File: config.mk
export PLATFORM = sky130hd
export DESIGN_NAME = resource_hazard_scoreboard_top
export DESIGN_NICKNAME = d
export VERILOG_FILES = /design/src/rhs_pkg.sv /design/src/resource_hazard_scoreboard_top.sv /design/src/rhs_cfg.sv /design/src/rhs_ctrl.sv /design/src/rhs_dp.sv
export VERILOG_INCLUDE_DIRS = /design/src /design/src/src
export SDC_FILE = /design/constraint.sdc
export NUM_CORES = 2
export LEC_CHECK = 0
export BUFFER_PORTS_ARGS = -buffer_cell sky130_fd_sc_hd__buf_2
export CAP_MARGIN = 20
export CORE_AREA = 8 8 748 750
export DETAILED_ROUTE_END_ITERATION = 12
export DIE_AREA = 0 0 756 758
export MAX_ROUTING_LAYER = met4
export PLACE_DENSITY = 0.4
export SLEW_MARGIN = 0
export SYNTH_ARGS = -nofsm -noshare
export SYNTH_HDL_FRONTEND = slang
export SYNTH_SLANG_ARGS = --single-unit
export TNS_END_PERCENT = 20
File: constraint.sdc
create_clock -name clk -period 6.4 [get_ports clk]
set_input_delay 0.64 -clock clk [delete_from_list [all_inputs] [get_ports clk]]
set_output_delay 0.64 -clock clk [all_outputs]
set_load 0.01 [all_outputs]
File: src/assert_macros.svh
// ---------------------------------------------------------------------------
// Assertion macros
// Concurrent assertion wrappers used by the rhs_ctrl sequencer. The checks are
// compiled out when SYNTHESIS is defined.
// ---------------------------------------------------------------------------
`ifndef ASSERT_MACROS_SVH
`define ASSERT_MACROS_SVH

`ifndef SYNTHESIS
// clocked check, off while reset is asserted
`define ASSERT_CLK(lbl, clk, rstn, prop, msg) \
  lbl: assert property (@(posedge clk) disable iff (!rstn) prop) else $error(msg);
// clocked check that also holds during reset
`define ASSERT_ALWAYS(lbl, clk, prop, msg) \
  lbl: assert property (@(posedge clk) prop) else $error(msg);
`else
`define ASSERT_CLK(lbl, clk, rstn, prop, msg)
`define ASSERT_ALWAYS(lbl, clk, prop, msg)
`endif

`endif

File: src/rhs_pkg.sv
// ---------------------------------------------------------------------------
// rhs_pkg
// Shared constants, request codes and controller/datapath interface types of
// the resource hazard scoreboard.
// ---------------------------------------------------------------------------
package rhs_pkg;

  // default sizing
  localparam int ENTRIES_DEF      = 64;
  localparam int MAX_REPORTED_DEF = 16;

  // stream payload widths
  localparam int IN_DATA_W  = 64;
  localparam int IN_USER_W  = 2;
  localparam int OUT_DATA_W = 88;

  // field widths
  localparam int RES_W    = 16;
  localparam int FRAME_W  = 32;
  localparam int STAGE_W  = 8;
  localparam int MATCH_W  = 5;
  localparam int REMOV_W  = 7;
  localparam int TOTAL_W  = 32;
  localparam int WINDOW_W = 8;

  // config port
  localparam int CFG_AW = 3;
  localparam int CFG_DW = 32;
  localparam logic REG_BARRIER_EN = 1'b0;
  localparam logic REG_FRAME_WIN  = 1'b1;
  localparam logic [WINDOW_W-1:0] FRAME_WIN_RST = 8'd3;

  // request codes
  localparam logic [1:0] REQ_ACCESS    = 2'd0;
  localparam logic [1:0] REQ_ADVANCE   = 2'd1;
  localparam logic [1:0] REQ_CLEAR     = 2'd2;
  localparam logic [1:0] REQ_RESET_CNT = 2'd3;

  // controller to datapath
  typedef struct packed {
    logic load;    // capture the request, clear accumulators
    logic scan;    // read the next table entry
    logic commit;  // update table/counters, present the result
  } cmd_t;

  // datapath to controller
  typedef struct packed {
    logic scan_last;  // the entry being read is the last one
    logic out_free;   // output register can take a result
  } stat_t;

endpackage

File: src/resource_hazard_scoreboard_top.sv
// ---------------------------------------------------------------------------
// resource_hazard_scoreboard_top
// Read/write hazard scoreboard over a table of recent resource accesses.
// ---------------------------------------------------------------------------
// Usage:
//   Requests enter on the in_ stream; in_tuser carries the request kind
//   (access, frame advance, clear table, zero counters). Every request gives
//   exactly one result on the out_ stream with the hazard/barrier flags,
//   match and removal counts and both running totals.
//   Access and frame-advance requests scan the table one entry per cycle
//   through the entry memory read port. Clear-table and counter-zero requests
//   skip the scan. One request is in work at a time. Configuration is written
//   through the cfg_ APB port; the user must write it only while idle, and the
//   block itself has no check for this.
//   The result sits in an output register; the next request is accepted
//   while it waits. A stalled receiver holds the finished request in its
//   final step until the output register frees up.
//   Reset (rst_n low, synchronous) empties the table at once, zeroes both
//   counters and restores barrier enable = 1, frame window = 3.
// ---------------------------------------------------------------------------
module resource_hazard_scoreboard_top #(
  parameter int ENTRIES      = rhs_pkg::ENTRIES_DEF,
  parameter int MAX_REPORTED = rhs_pkg::MAX_REPORTED_DEF
) (
  input  logic                            clk,
  input  logic                            rst_n,
  // request stream
  input  logic                            in_tvalid,
  output logic                            in_tready,
  // [15:0] resource_id, [16] is_read, [17] is_write, [49:18] frame,
  // [57:50] stages, [63:58] zero
  input  logic [rhs_pkg::IN_DATA_W-1:0]   in_tdata,
  // [1:0] req_type
  input  logic [rhs_pkg::IN_USER_W-1:0]   in_tuser,
  // result stream
  output logic                            out_tvalid,
  input  logic                            out_tready,
  // [0] hazard, [1] barrier, [9:2] barrier_stages, [14:10] match_count,
  // [15] overflow, [22:16] removed_count, [54:23] hazards_total,
  // [86:55] barriers_total, [87] zero
  output logic [rhs_pkg::OUT_DATA_W-1:0]  out_tdata,
  // configuration
  input  logic                            cfg_psel,
  input  logic                            cfg_penable,
  input  logic                            cfg_pwrite,
  input  logic [rhs_pkg::CFG_AW-1:0]      cfg_paddr,
  input  logic [rhs_pkg::CFG_DW-1:0]      cfg_pwdata,
  output logic [rhs_pkg::CFG_DW-1:0]      cfg_prdata,
  output logic                            cfg_pready
);
  import rhs_pkg::*;

  cmd_t                cmd;
  stat_t               stat;
  logic                barrier_enable;
  logic [WINDOW_W-1:0] frame_window;

  rhs_cfg u_cfg (
    .clk            (clk),
    .rst_n          (rst_n),
    .cfg_psel       (cfg_psel),
    .cfg_penable    (cfg_penable),
    .cfg_pwrite     (cfg_pwrite),
    .cfg_paddr      (cfg_paddr),
    .cfg_pwdata     (cfg_pwdata),
    .cfg_prdata     (cfg_prdata),
    .cfg_pready     (cfg_pready),
    .barrier_enable (barrier_enable),
    .frame_window   (frame_window)
  );

  rhs_ctrl u_ctrl (
    .clk       (clk),
    .rst_n     (rst_n),
    .in_tvalid (in_tvalid),
    .in_tready (in_tready),
    .in_tuser  (in_tuser),
    .stat      (stat),
    .cmd       (cmd)
  );

  rhs_dp #(
    .ENTRIES      (ENTRIES),
    .MAX_REPORTED (MAX_REPORTED)
  ) u_dp (
    .clk            (clk),
    .rst_n          (rst_n),
    .cmd            (cmd),
    .stat           (stat),
    .in_tdata       (in_tdata),
    .in_tuser       (in_tuser),
    .barrier_enable (barrier_enable),
    .frame_window   (frame_window),
    .out_tvalid     (out_tvalid),
    .out_tready     (out_tready),
    .out_tdata      (out_tdata)
  );

endmodule

File: src/rhs_cfg.sv
// ---------------------------------------------------------------------------
// rhs_cfg
// APB-style register file: barrier enable and frame window.
// ---------------------------------------------------------------------------
module rhs_cfg (
  input  logic                        clk,
  input  logic                        rst_n,
  input  logic                        cfg_psel,
  input  logic                        cfg_penable,
  input  logic                        cfg_pwrite,
  input  logic [rhs_pkg::CFG_AW-1:0]  cfg_paddr,
  input  logic [rhs_pkg::CFG_DW-1:0]  cfg_pwdata,
  output logic [rhs_pkg::CFG_DW-1:0]  cfg_prdata,
  output logic                        cfg_pready,
  output logic                        barrier_enable,
  output logic [rhs_pkg::WINDOW_W-1:0] frame_window
);
  import rhs_pkg::*;

  logic                barrier_en_r, barrier_en_nxt;
  logic [WINDOW_W-1:0] frame_win_r, frame_win_nxt;
  logic                wr_en;
  logic                reg_sel;

  // word select; the byte-lane bits of the address are not decoded
  assign reg_sel = cfg_paddr[2];
  assign wr_en   = cfg_psel & cfg_penable & cfg_pwrite;

  // register write
  always_comb begin
    barrier_en_nxt = barrier_en_r;
    frame_win_nxt  = frame_win_r;
    if (wr_en) begin
      case (reg_sel)
        REG_BARRIER_EN: barrier_en_nxt = cfg_pwdata[0];
        REG_FRAME_WIN:  frame_win_nxt  = cfg_pwdata[WINDOW_W-1:0];
        default: ;
      endcase
    end
  end

  always_ff @(posedge clk) begin
    if (!rst_n) begin
      barrier_en_r <= 1'b1;
      frame_win_r  <= FRAME_WIN_RST;
    end else begin
      barrier_en_r <= barrier_en_nxt;
      frame_win_r  <= frame_win_nxt;
    end
  end

  // read back
  always_comb begin
    case (reg_sel)
      REG_BARRIER_EN: cfg_prdata = {{(CFG_DW-1){1'b0}}, barrier_en_r};
      REG_FRAME_WIN:  cfg_prdata = {{(CFG_DW-WINDOW_W){1'b0}}, frame_win_r};
      default:        cfg_prdata = '0;
    endcase
  end

  assign cfg_pready     = 1'b1;
  assign barrier_enable = barrier_en_r;
  assign frame_window   = frame_win_r;

endmodule

File: src/rhs_ctrl.sv
// ---------------------------------------------------------------------------
// rhs_ctrl
// Request sequencer: accepts one request, scans the table for access and
// frame-advance requests, waits for the output register, commits the result.
// ---------------------------------------------------------------------------
`include "assert_macros.svh"

module rhs_ctrl (
  input  logic                           clk,
  input  logic                           rst_n,
  input  logic                           in_tvalid,
  output logic                           in_tready,
  input  logic [rhs_pkg::IN_USER_W-1:0]  in_tuser,   // [1:0] req_type
  input  rhs_pkg::stat_t                 stat,
  output rhs_pkg::cmd_t                  cmd
);
  import rhs_pkg::*;

  localparam logic [1:0] S_IDLE  = 2'd0;
  localparam logic [1:0] S_SCAN  = 2'd1;
  localparam logic [1:0] S_DRAIN = 2'd2;
  localparam logic [1:0] S_DONE  = 2'd3;

  logic [1:0] state_r, state_nxt;
  logic       needs_scan;

  assign needs_scan = (in_tuser == REQ_ACCESS) || (in_tuser == REQ_ADVANCE);
  assign in_tready  = (state_r == S_IDLE);

  // next state and commands
  always_comb begin
    state_nxt = state_r;
    cmd       = '0;
    case (state_r)
      S_IDLE: begin
        if (in_tvalid) begin
          cmd.load  = 1'b1;
          state_nxt = needs_scan ? S_SCAN : S_DONE;
        end
      end
      S_SCAN: begin
        cmd.scan = 1'b1;
        if (stat.scan_last) state_nxt = S_DRAIN;
      end
      // last entry is compared here
      S_DRAIN: state_nxt = S_DONE;
      S_DONE: begin
        if (stat.out_free) begin
          cmd.commit = 1'b1;
          state_nxt  = S_IDLE;
        end
      end
      default: state_nxt = S_IDLE;
    endcase
  end

  always_ff @(posedge clk) begin
    if (!rst_n) begin
      state_r <= S_IDLE;
    end else begin
      state_r <= state_nxt;
    end
  end

  `ASSERT_CLK(a_commit_free, clk, rst_n, cmd.commit |-> stat.out_free, "commit with output busy")
  `ASSERT_CLK(a_scan_end, clk, rst_n, (state_r == S_SCAN && stat.scan_last) |=> (state_r == S_DRAIN), "scan did not end")
  `ASSERT_CLK(a_one_item, clk, rst_n, (in_tvalid && in_tready) |=> !in_tready, "second request taken while busy")
  `ASSERT_CLK(a_commit_idle, clk, rst_n, cmd.commit |=> (state_r == S_IDLE), "no return to idle after commit")

endmodule

File: src/rhs_dp.sv
// ---------------------------------------------------------------------------
// rhs_dp
// Scoreboard datapath: entry memory, valid bits, scan compare pipeline,
// hazard/barrier counters and the output register.
// ---------------------------------------------------------------------------
module rhs_dp #(
  parameter int ENTRIES      = rhs_pkg::ENTRIES_DEF,
  parameter int MAX_REPORTED = rhs_pkg::MAX_REPORTED_DEF
) (
  input  logic                            clk,
  input  logic                            rst_n,
  input  rhs_pkg::cmd_t                   cmd,
  output rhs_pkg::stat_t                  stat,
  input  logic [rhs_pkg::IN_DATA_W-1:0]   in_tdata,
  input  logic [rhs_pkg::IN_USER_W-1:0]   in_tuser,
  input  logic                            barrier_enable,
  input  logic [rhs_pkg::WINDOW_W-1:0]    frame_window,
  output logic                            out_tvalid,
  input  logic                            out_tready,
  output logic [rhs_pkg::OUT_DATA_W-1:0]  out_tdata
);
  import rhs_pkg::*;

  localparam int AW    = (ENTRIES > 1) ? $clog2(ENTRIES) : 1;
  localparam int MW    = $clog2(MAX_REPORTED + 1);
  localparam int RW    = $clog2(ENTRIES + 1);
  localparam int ENT_W = FRAME_W + 1 + RES_W;

  // captured request
  logic [1:0]         req_r;
  logic [RES_W-1:0]   res_r;
  logic               rd_r, wr_r;
  logic [FRAME_W-1:0] frame_r;
  logic [STAGE_W-1:0] stages_r;

  // table
  logic [ENT_W-1:0]   mem [ENTRIES];
  logic [ENTRIES-1:0] valid_r;
  logic [ENT_W-1:0]   rdata_r;
  logic               mem_we;

  // scan pipeline
  logic [AW-1:0]      addr_r;
  logic               rd_vld_r;
  logic [AW-1:0]      rd_idx_r;
  logic               ent_vld_r;

  // accumulators
  logic               hit_r;
  logic [MW-1:0]      mcnt_r;
  logic               free_found_r;
  logic [AW-1:0]      free_idx_r;
  logic [RW-1:0]      rem_r;

  // counters and output
  logic [TOTAL_W-1:0] hz_tot_r, hz_tot_nxt;
  logic [TOTAL_W-1:0] bar_tot_r, bar_tot_nxt;
  logic               out_vld_r;
  logic [OUT_DATA_W-1:0] out_data_r, out_data_nxt;

  // entry fields from memory
  logic [RES_W-1:0]   ent_res;
  logic               ent_wr;
  logic [FRAME_W-1:0] ent_frame;
  logic [FRAME_W-1:0] age;
  logic               conflict, too_old, do_free;

  logic               is_access, do_hz, do_bar, ovf;
  logic [MW+MATCH_W-1:0] mcnt_ext;
  logic [RW+REMOV_W-1:0] rem_ext;

  assign stat.scan_last = (addr_r == AW'(ENTRIES - 1));
  assign stat.out_free  = !out_vld_r || out_tready;

  // request capture
  always_ff @(posedge clk) begin
    if (cmd.load) begin
      req_r    <= in_tuser;
      res_r    <= in_tdata[15:0];
      rd_r     <= in_tdata[16];
      wr_r     <= in_tdata[17];
      frame_r  <= in_tdata[49:18];
      stages_r <= in_tdata[57:50];
    end
  end

  // scan address
  always_ff @(posedge clk) begin
    if (cmd.load) begin
      addr_r <= '0;
    end else if (cmd.scan) begin
      addr_r <= addr_r + AW'(1);
    end
  end

  assign is_access = (req_r == REQ_ACCESS);
  assign mem_we    = cmd.commit && is_access && free_found_r;

  // entry memory, one read port registered
  always_ff @(posedge clk) begin
    if (mem_we) mem[free_idx_r] <= {frame_r, wr_r, res_r};
    if (cmd.scan) rdata_r <= mem[addr_r];
  end

  always_ff @(posedge clk) begin
    if (!rst_n) begin
      rd_vld_r <= 1'b0;
    end else begin
      rd_vld_r <= cmd.scan;
    end
  end

  always_ff @(posedge clk) begin
    if (cmd.scan) begin
      rd_idx_r  <= addr_r;
      ent_vld_r <= valid_r[addr_r];
    end
  end

  // compare stage
  assign ent_res   = rdata_r[RES_W-1:0];
  assign ent_wr    = rdata_r[RES_W];
  assign ent_frame = rdata_r[ENT_W-1:RES_W+1];
  assign age       = frame_r - ent_frame;
  assign too_old   = age > {{(FRAME_W-WINDOW_W){1'b0}}, frame_window};
  assign conflict  = rd_vld_r && ent_vld_r && is_access && (ent_res == res_r) &&
                     ((ent_wr && (rd_r || wr_r)) || (!ent_wr && wr_r));
  assign do_free   = rd_vld_r && ent_vld_r && (req_r == REQ_ADVANCE) && too_old;

  always_ff @(posedge clk) begin
    if (cmd.load) begin
      hit_r        <= 1'b0;
      mcnt_r       <= '0;
      free_found_r <= 1'b0;
      rem_r        <= '0;
    end else begin
      if (conflict) begin
        hit_r <= 1'b1;
        if (mcnt_r != MW'(MAX_REPORTED)) mcnt_r <= mcnt_r + MW'(1);
      end
      // first free entry seen is the lowest
      if (rd_vld_r && !ent_vld_r && !free_found_r) begin
        free_found_r <= 1'b1;
        free_idx_r   <= rd_idx_r;
      end
      if (do_free) rem_r <= rem_r + RW'(1);
    end
  end

  // valid bits
  always_ff @(posedge clk) begin
    if (!rst_n) begin
      valid_r <= '0;
    end else if (cmd.commit && (req_r == REQ_CLEAR)) begin
      valid_r <= '0;
    end else begin
      if (do_free) valid_r[rd_idx_r] <= 1'b0;
      if (mem_we)  valid_r[free_idx_r] <= 1'b1;
    end
  end

  // counters and result
  assign do_hz  = is_access && hit_r;
  assign do_bar = do_hz && barrier_enable;
  assign ovf    = is_access && !free_found_r;

  assign mcnt_ext = {{MATCH_W{1'b0}}, mcnt_r};
  assign rem_ext  = {{REMOV_W{1'b0}}, rem_r};

  always_comb begin
    if (req_r == REQ_RESET_CNT) begin
      hz_tot_nxt  = '0;
      bar_tot_nxt = '0;
    end else begin
      hz_tot_nxt  = hz_tot_r + {{(TOTAL_W-1){1'b0}}, do_hz};
      bar_tot_nxt = bar_tot_r + {{(TOTAL_W-1){1'b0}}, do_bar};
    end
    out_data_nxt = {1'b0,
                    bar_tot_nxt,
                    hz_tot_nxt,
                    (req_r == REQ_ADVANCE) ? rem_ext[REMOV_W-1:0] : {REMOV_W{1'b0}},
                    ovf,
                    is_access ? mcnt_ext[MATCH_W-1:0] : {MATCH_W{1'b0}},
                    do_bar ? stages_r : {STAGE_W{1'b0}},
                    do_bar,
                    do_hz};
  end

  always_ff @(posedge clk) begin
    if (!rst_n) begin
      hz_tot_r  <= '0;
      bar_tot_r <= '0;
      out_vld_r <= 1'b0;
    end else begin
      if (cmd.commit) begin
        hz_tot_r  <= hz_tot_nxt;
        bar_tot_r <= bar_tot_nxt;
        out_vld_r <= 1'b1;
      end else if (out_tready) begin
        out_vld_r <= 1'b0;
      end
    end
  end

  always_ff @(posedge clk) begin
    if (cmd.commit) out_data_r <= out_data_nxt;
  end

  assign out_tvalid = out_vld_r;
  assign out_tdata  = out_data_r;

endmodule
Word-level counts from Yosys, hierarchy flattened
Memories as Yosys holds them, arrays and structs flattened. A register that Yosys moved wholly into a read port is not among the register bits.
Cells that the tools add are included.
{"block": "word_totals", "reg_bits": 321, "ram_bits": 3136, "inputBits": 108, "output_inout_bits": 123, "wordCells": 123, "n_memories": 1}
{"block": "classes", "add_sub_neg": 6, "magnitude_cmp": 6, "eq_ne": 13, "mux": 27, "bitwise_logic": 8, "reduce_logical": 36}
{"name": "u_dp.mem", "words": 64, "width": 49, "read_ports": 1, "rd_ports_with_merged_regs": 1, "wr": 1, "line": "rhs_dp.sv:37", "source": "logic [ENT_W-1:0] mem [ENTRIES];"}
{"operator": "$mux 64", "count": 4}
{"operator": "$add 32x1->32", "count": 2}
{"operator": "$and 64x64->64", "count": 1}
{"operator": "$mux 32", "count": 2}
{"operator": "$not 64->64", "count": 1}
{"operator": "$or 64x64->64", "count": 1}
{"operator": "$pmux 32 s2", "count": 1}
{"operator": "$gt 32x8->1", "count": 1}
{"operator": "$sub 32x32->32", "count": 1}
{"operator": "$lt 6x7->1 const B", "count": 3}
{"operator": "$logic_and 1x1->1", "count": 18}
{"operator": "$eq 16x16->1", "count": 1}
{"operator": "$demux 1 s6", "count": 2}
{"operator": "$ge 6x1->1 const B", "count": 2}
{"operator": "$mux 1", "count": 12}
{"operator": "$eq 2x2->1 const B", "count": 4}
{"operator": "$mux 2", "count": 4}
{"operator": "$pmux 2 s4", "count": 1}
{"operator": "$reduce_and 2->1", "count": 4}
{"operator": "$add 7x1->7 const B", "count": 1}
{"operator": "$add 6x1->6 const B", "count": 1}
{"operator": "$bmux 1 s6", "count": 1}
{"operator": "$eq 2x1->1 const B", "count": 3}
{"operator": "$eq 6x6->1 const B", "count": 1}
{"operator": "other kinds (11)", "count": 24}

Longest topological paths before layout
{"block": "logic_depth", "ltp_word": 11, "ltp_mapped": 20, "mapped_depth_nobuf": 18}

Cells and area by module
A second synthesis with hierarchy kept.
{"block": "unflattened", "cells_unflattened": 6215, "hier_area_um2": 136639.8}
{"mod": "rhs_dp", "n_inst": 1, "cells_each": 6120, "area_per_inst_um2": 135820.3, "seq_area_each_um2": 103449.2}
{"mod": "rhs_cfg", "n_inst": 1, "cells_each": 74, "area_per_inst_um2": 639.4, "seq_area_each_um2": 180.2}
{"mod": "rhs_ctrl", "n_inst": 1, "cells_each": 21, "area_per_inst_um2": 180.2, "seq_area_each_um2": 40.0}

Worst setup path before layout
OpenSTA, ideal clock, no wires.
{"block": "synth_timing", "kind": "register to register", "startpoint": "register u_dp.frame_r[0]", "endpoint": "register u_dp.rem_r[2]", "setup_ns": 0.116, "arrival_time_ns": 4.672, "setup_slack_ns": 1.612, "path_stages_with_launch": 20, "path_buffers": 2, "path_cell_list": "edfxtp_1 inv_1 ha_1 fa_1 nand2b_1 a21o_1 nand2_1 xnor2_1 ha_1 a21o_1 a21oi_1 o211ai_1 a32oi_1 o2111ai_1 or4_1 a2111oi_2 nand4_1 buf_6 buf_6 a41o_1"}
{"block": "synth_via", "elab_chain_len": 3}
{"item": "start: declaration", "line": "rhs_dp.sv:33", "source": "logic [FRAME_W-1:0] frame_r;"}
{"item": "start signal: assignment", "line": "rhs_dp.sv:82", "source": "frame_r <= in_tdata[49:18];"}
{"item": "$sub 32x32->32", "line": "rhs_dp.sv:124", "source": "assign age = frame_r - ent_frame;"}
{"item": "$gt 32x8->1", "line": "rhs_dp.sv:125", "source": "assign too_old = age > {{(FRAME_W-WINDOW_W){1'b0}}, frame_window};"}
{"item": "$logic_and 1x1->1", "line": "rhs_dp.sv:128", "source": "assign do_free = rd_vld_r && ent_vld_r && (req_r == REQ_ADVANCE) && too_old;"}
{"item": "end signal: assignment", "line": "rhs_dp.sv:146", "source": "if (do_free) rem_r <= rem_r + RW'(1);"}
{"item": "end: declaration", "line": "rhs_dp.sv:53", "source": "logic [RW-1:0] rem_r;"}
Every way passes these cells.
A chain may end at the register's enable or synchronous reset.

Worst setup path in the final report
{"block": "layout_timing", "startpoint": "register u_dp.frame_r[1]", "endpoint": "register u_dp.rem_r[5]"}
Same word-level chain as after synthesis.

==> results.md <==
- Worst Tran Pin Value: ~1.1 ns
- TritonCTS clock tree: done
- Status: finished, final reports clean
- Hold path start: in_tdata[19]
- Starting DRT DRC Count: around 6500
- Skew-Pair Late Insertion Delay: 0.99 ns
- Reg2reg start: u_dp.frame_r[1]
- CP Launch Point: u_dp.frame_r[1]
- Post-synthesis cell type count: 78
- Vias/cell: 4.635
- Core footprint: 547200 um^2
- Final design utilization: between 20% and 30%
- Slowest cell on crit path: edfxtp_1
- Multi-input logic area: approximately 31000 um^2
- Post-synthesis cell count: between 6000 and 7000
- DRT Pass-1 Iters: 7
- Die H: between 700 and 800 um
- Per-cell routed wire length: between 20 and 30 um
- First-pass GRT wire length: about 590 mm
- Final Power: ~60 mW
- Worst min path class: in -> reg
- Most common cell after layout, fill and taps aside: edfxtp_1
- Asr flop ratio synth: 0%
- Total GRT Usage: 14.97%
- Initial antenna violation count: 36
- Fillers: approximately 53000
- Fin crit share: between 80% and 90%
- CTS Buf Count: around 400
- CP top delay family: compound AO/OA/AOI/OAI gates
- GRT Residual Overflow: 0
- Cell depth of the worst flop-to-flop path: 18
- Maximum vdd drop: approximately 0.24 mV
- Hold Vio Cnt, Final: 0
- Fin crit period: approximately 5.4 ns
- TNS Setup: 0 ns
- Share of layout cells above drive strength 1: ~30%
- Worst Hold Slack: between 0.1 and 0.15 ns
- CTS max path bufs: 4
- WL final: around 430 mm
- Die Width: around 760 um
- Die area: 573000 um^2
- Most common flop cell mapped by yosys: edfxtp_1
- Initial Util: around a quarter
- FF+latch count, synth: around 3500
- Syn-to-layout area delta: 18.70%
- Critical path arrival: around 6.3 ns
- R2R Setup Slk: 0.97 ns
- Number of synthesized flops with an enable pin: around 3300
- Final worst-path setup slack: 0.9729 ns
- Row count: 272
- Max stage delay on crit path: between 0.9 and 1 ns
- Setup bufs post-CTS: 0
- H-Tree Depth: 5
- Vias in the first global route: 69418
- Instance count on the critical path: 18
- Nature of the critical path endpoint: register
- Most frequent cells in the layout: 3345 x edfxtp_1, 1050 x mux4_2, 406 x clkbuf_16
- Highest clock rate: 184.3 MHz
- Clock slew at reported path FFs: about 0.060 ns
- CTS Sinks: approximately 3500
- Avg Cell Area, Syn: 22.05 um^2
- Place WS: ~1.0 ns
- ANT nets after route: 0
- CTS root buffer: clkbuf_16
- Critical Path RT: between 7 and 8 ns
- Final setup viols: 0
- Ports: approximately 230
- Port-buffer cells: approximately 170
- Detailed placer's ending HPWL: 242.0 mm
- Yosys warns: 0
- CP Class: reg -> reg
- Crit Path Max Fanout: 76
- Pleak: a little under 50 nW
- Seq/Total Area, Yosys: about three quarters
- Hold Path Depth: 1
- Relative slew slack: 25.39%
- Max Slew Vio Count: 0
- RSZ-0062 raised after global routing: false
- Hold Path End: u_dp.frame_r[1]
- Final Skew: about 0.093 ns
- Startpoint types: register
- Pwr Density: approximately 360 nW/um^2
- Largest net degree at the start of global routing: between 100 and 150
- CP cell instances: inv_1 -> fa_1 -> nand2b_1 -> a21o_1 -> nand2_1 -> xnor2_1 -> ha_1 -> a21o_1 -> a21oi_1 -> o211ai_1 -> a32oi_1 -> o2111ai_1 -> or4_1 -> a2111oi_2 -> nand4_1 -> buf_4 -> nand4_1 -> mux2i_1
- Reg area: ~100000 um^2
- MaxCap Viol Count: 0
- Post-layout nets: between 6000 and 7000
- DRC Markers: 0
- Buf+Inv Stages, Crit Path: 2
- Synth Cell Area: ~140000 um^2
- Detailed-route via count: roughly 67000
- Reg2reg end: u_dp.rem_r[5]
- GPL Wtd Cong: 0.7906
## layer usage
layer | track usage, % | part of all wire, %
met5 | - | 0
met4 | 3.311 | 2.3
met3 | 1.984 | 4.8
met2 | 24.24 | 48
met1 | 20.16 | 45
## power breakdown
part           leakage, nW  switching (mW)  internal (mW)  total, mW
sequential            31.4           0.359           26.5       26.9
clock                 6.09            9.33           12.8       22.1
combinational         11.0            5.60           4.15       9.75
## kinds of logic after synthesis
logic type | synth area share (%)
DFF | 76.10
buffers and inverters | 1.365
and+or+nand+nor | 2.230
other | 0.005513
muxes | 17.42
AOI/OAI and AO/OA | 1.799
xor gates and xnor gates | 0.5979
adders and majority gates | 0.4831
## cell type report
cell class | instances | area share [%]
multi-input cells | 2241 | 19.36
flip-flops and latches | 3506 | 64.13
clock inverters | 207 | 1.181
diodes | 11 | 0.01702
inverters | 117 | 0.2778
well taps | 7261 | 5.618
clock buffers | 504 | 6.554
repair buffers | 522 | 2.863
## worst reg2reg max path, stage by stage, from the launching register on
cell and delay [ns]:
edfxtp_1 0.95, inv_1 0.16, fa_1 0.46, nand2b_1 0.19, a21o_1 0.24, nand2_1 0.11
xnor2_1 0.14, ha_1 0.28, a21o_1 0.17, a21oi_1 0.20, o211ai_1 0.16, a32oi_1 0.19
o2111ai_1 0.14, or4_1 0.49, a2111oi_2 0.40, nand4_1 0.12, buf_4 0.37, nand4_1 0.36
mux2i_1 0.24
## what timing repair did
| action | in CTS | in global routing |
|---|---|---|
| hold endpoints to repair | 69 | 0 |
| hold buffers | 71 | 0 |
| resized for setup | 0 | 0 |
## cell usage after synthesis (17+ instances only)
| library cell | n | share of area [%] |
|---|---|---|
| nand3_1 | 45 | 0.17 |
| ha_1 | 51 | 0.47 |
| edfxtp_1 | 3345 | 74 |
| xor2_1 | 41 | 0.26 |
| o21a_1 | 59 | 0.33 |
| and2_1 | 28 | 0.13 |
| a31oi_1 | 53 | 0.24 |
| dfxtp_1 | 161 | 2.4 |
| a21boi_0 | 68 | 0.37 |
| nor3_1 | 44 | 0.16 |
| a31o_2 | 18 | 0.12 |
| clkbuf_1 | 207 | 0.57 |
| o21ai_0 | 29 | 0.11 |
| inv_1 | 115 | 0.32 |
| buf_4 | 27 | 0.15 |
| buf_1 | 93 | 0.26 |
| nand2_1 | 221 | 0.61 |
| xnor2_1 | 52 | 0.33 |
| a21o_1 | 17 | 0.094 |
| nand4_1 | 44 | 0.20 |
| nor2_1 | 199 | 0.55 |
| mux4_2 | 1050 | 17 |
| a21oi_1 | 53 | 0.19 |
## flip-flops by register name, summed over array words and instances, names as in the netlist, 7 cells and up
| register | cells |
|---|---|
| u_dp.mem | 3136 |
| u_dp.out_tdata | 87 |
| u_dp.valid_r | 64 |
| u_dp.rdata_r | 49 |
| u_dp.bar_tot_r | 32 |
| u_dp.frame_r | 32 |
| u_dp.hz_tot_r | 32 |
| u_dp.res_r | 16 |
| u_cfg.frame_window | 8 |
| u_dp.stages_r | 8 |
| u_dp.rem_r | 7 |
## worst max path at each step
stage	to	slack, ns
after floorplan	u_dp.rem_r[2]	1.61
after global placement	u_dp.rem_r[5]	0.94
after detailed placement	u_dp.rem_r[5]	1.00
after CTS	u_dp.rem_r[5]	1.00
after global routing	u_dp.rem_r[5]	0.66
final	u_dp.rem_r[5]	0.97
## through the flow
stage	instance area, um^2	cells
after floorplan	136300	6203
after global placement	148300	13568
after detailed placement	148400	13573
after CTS	161600	14355
after global routing	161700	14363
final	161700	14369
(Power assumes the default switching activity.)
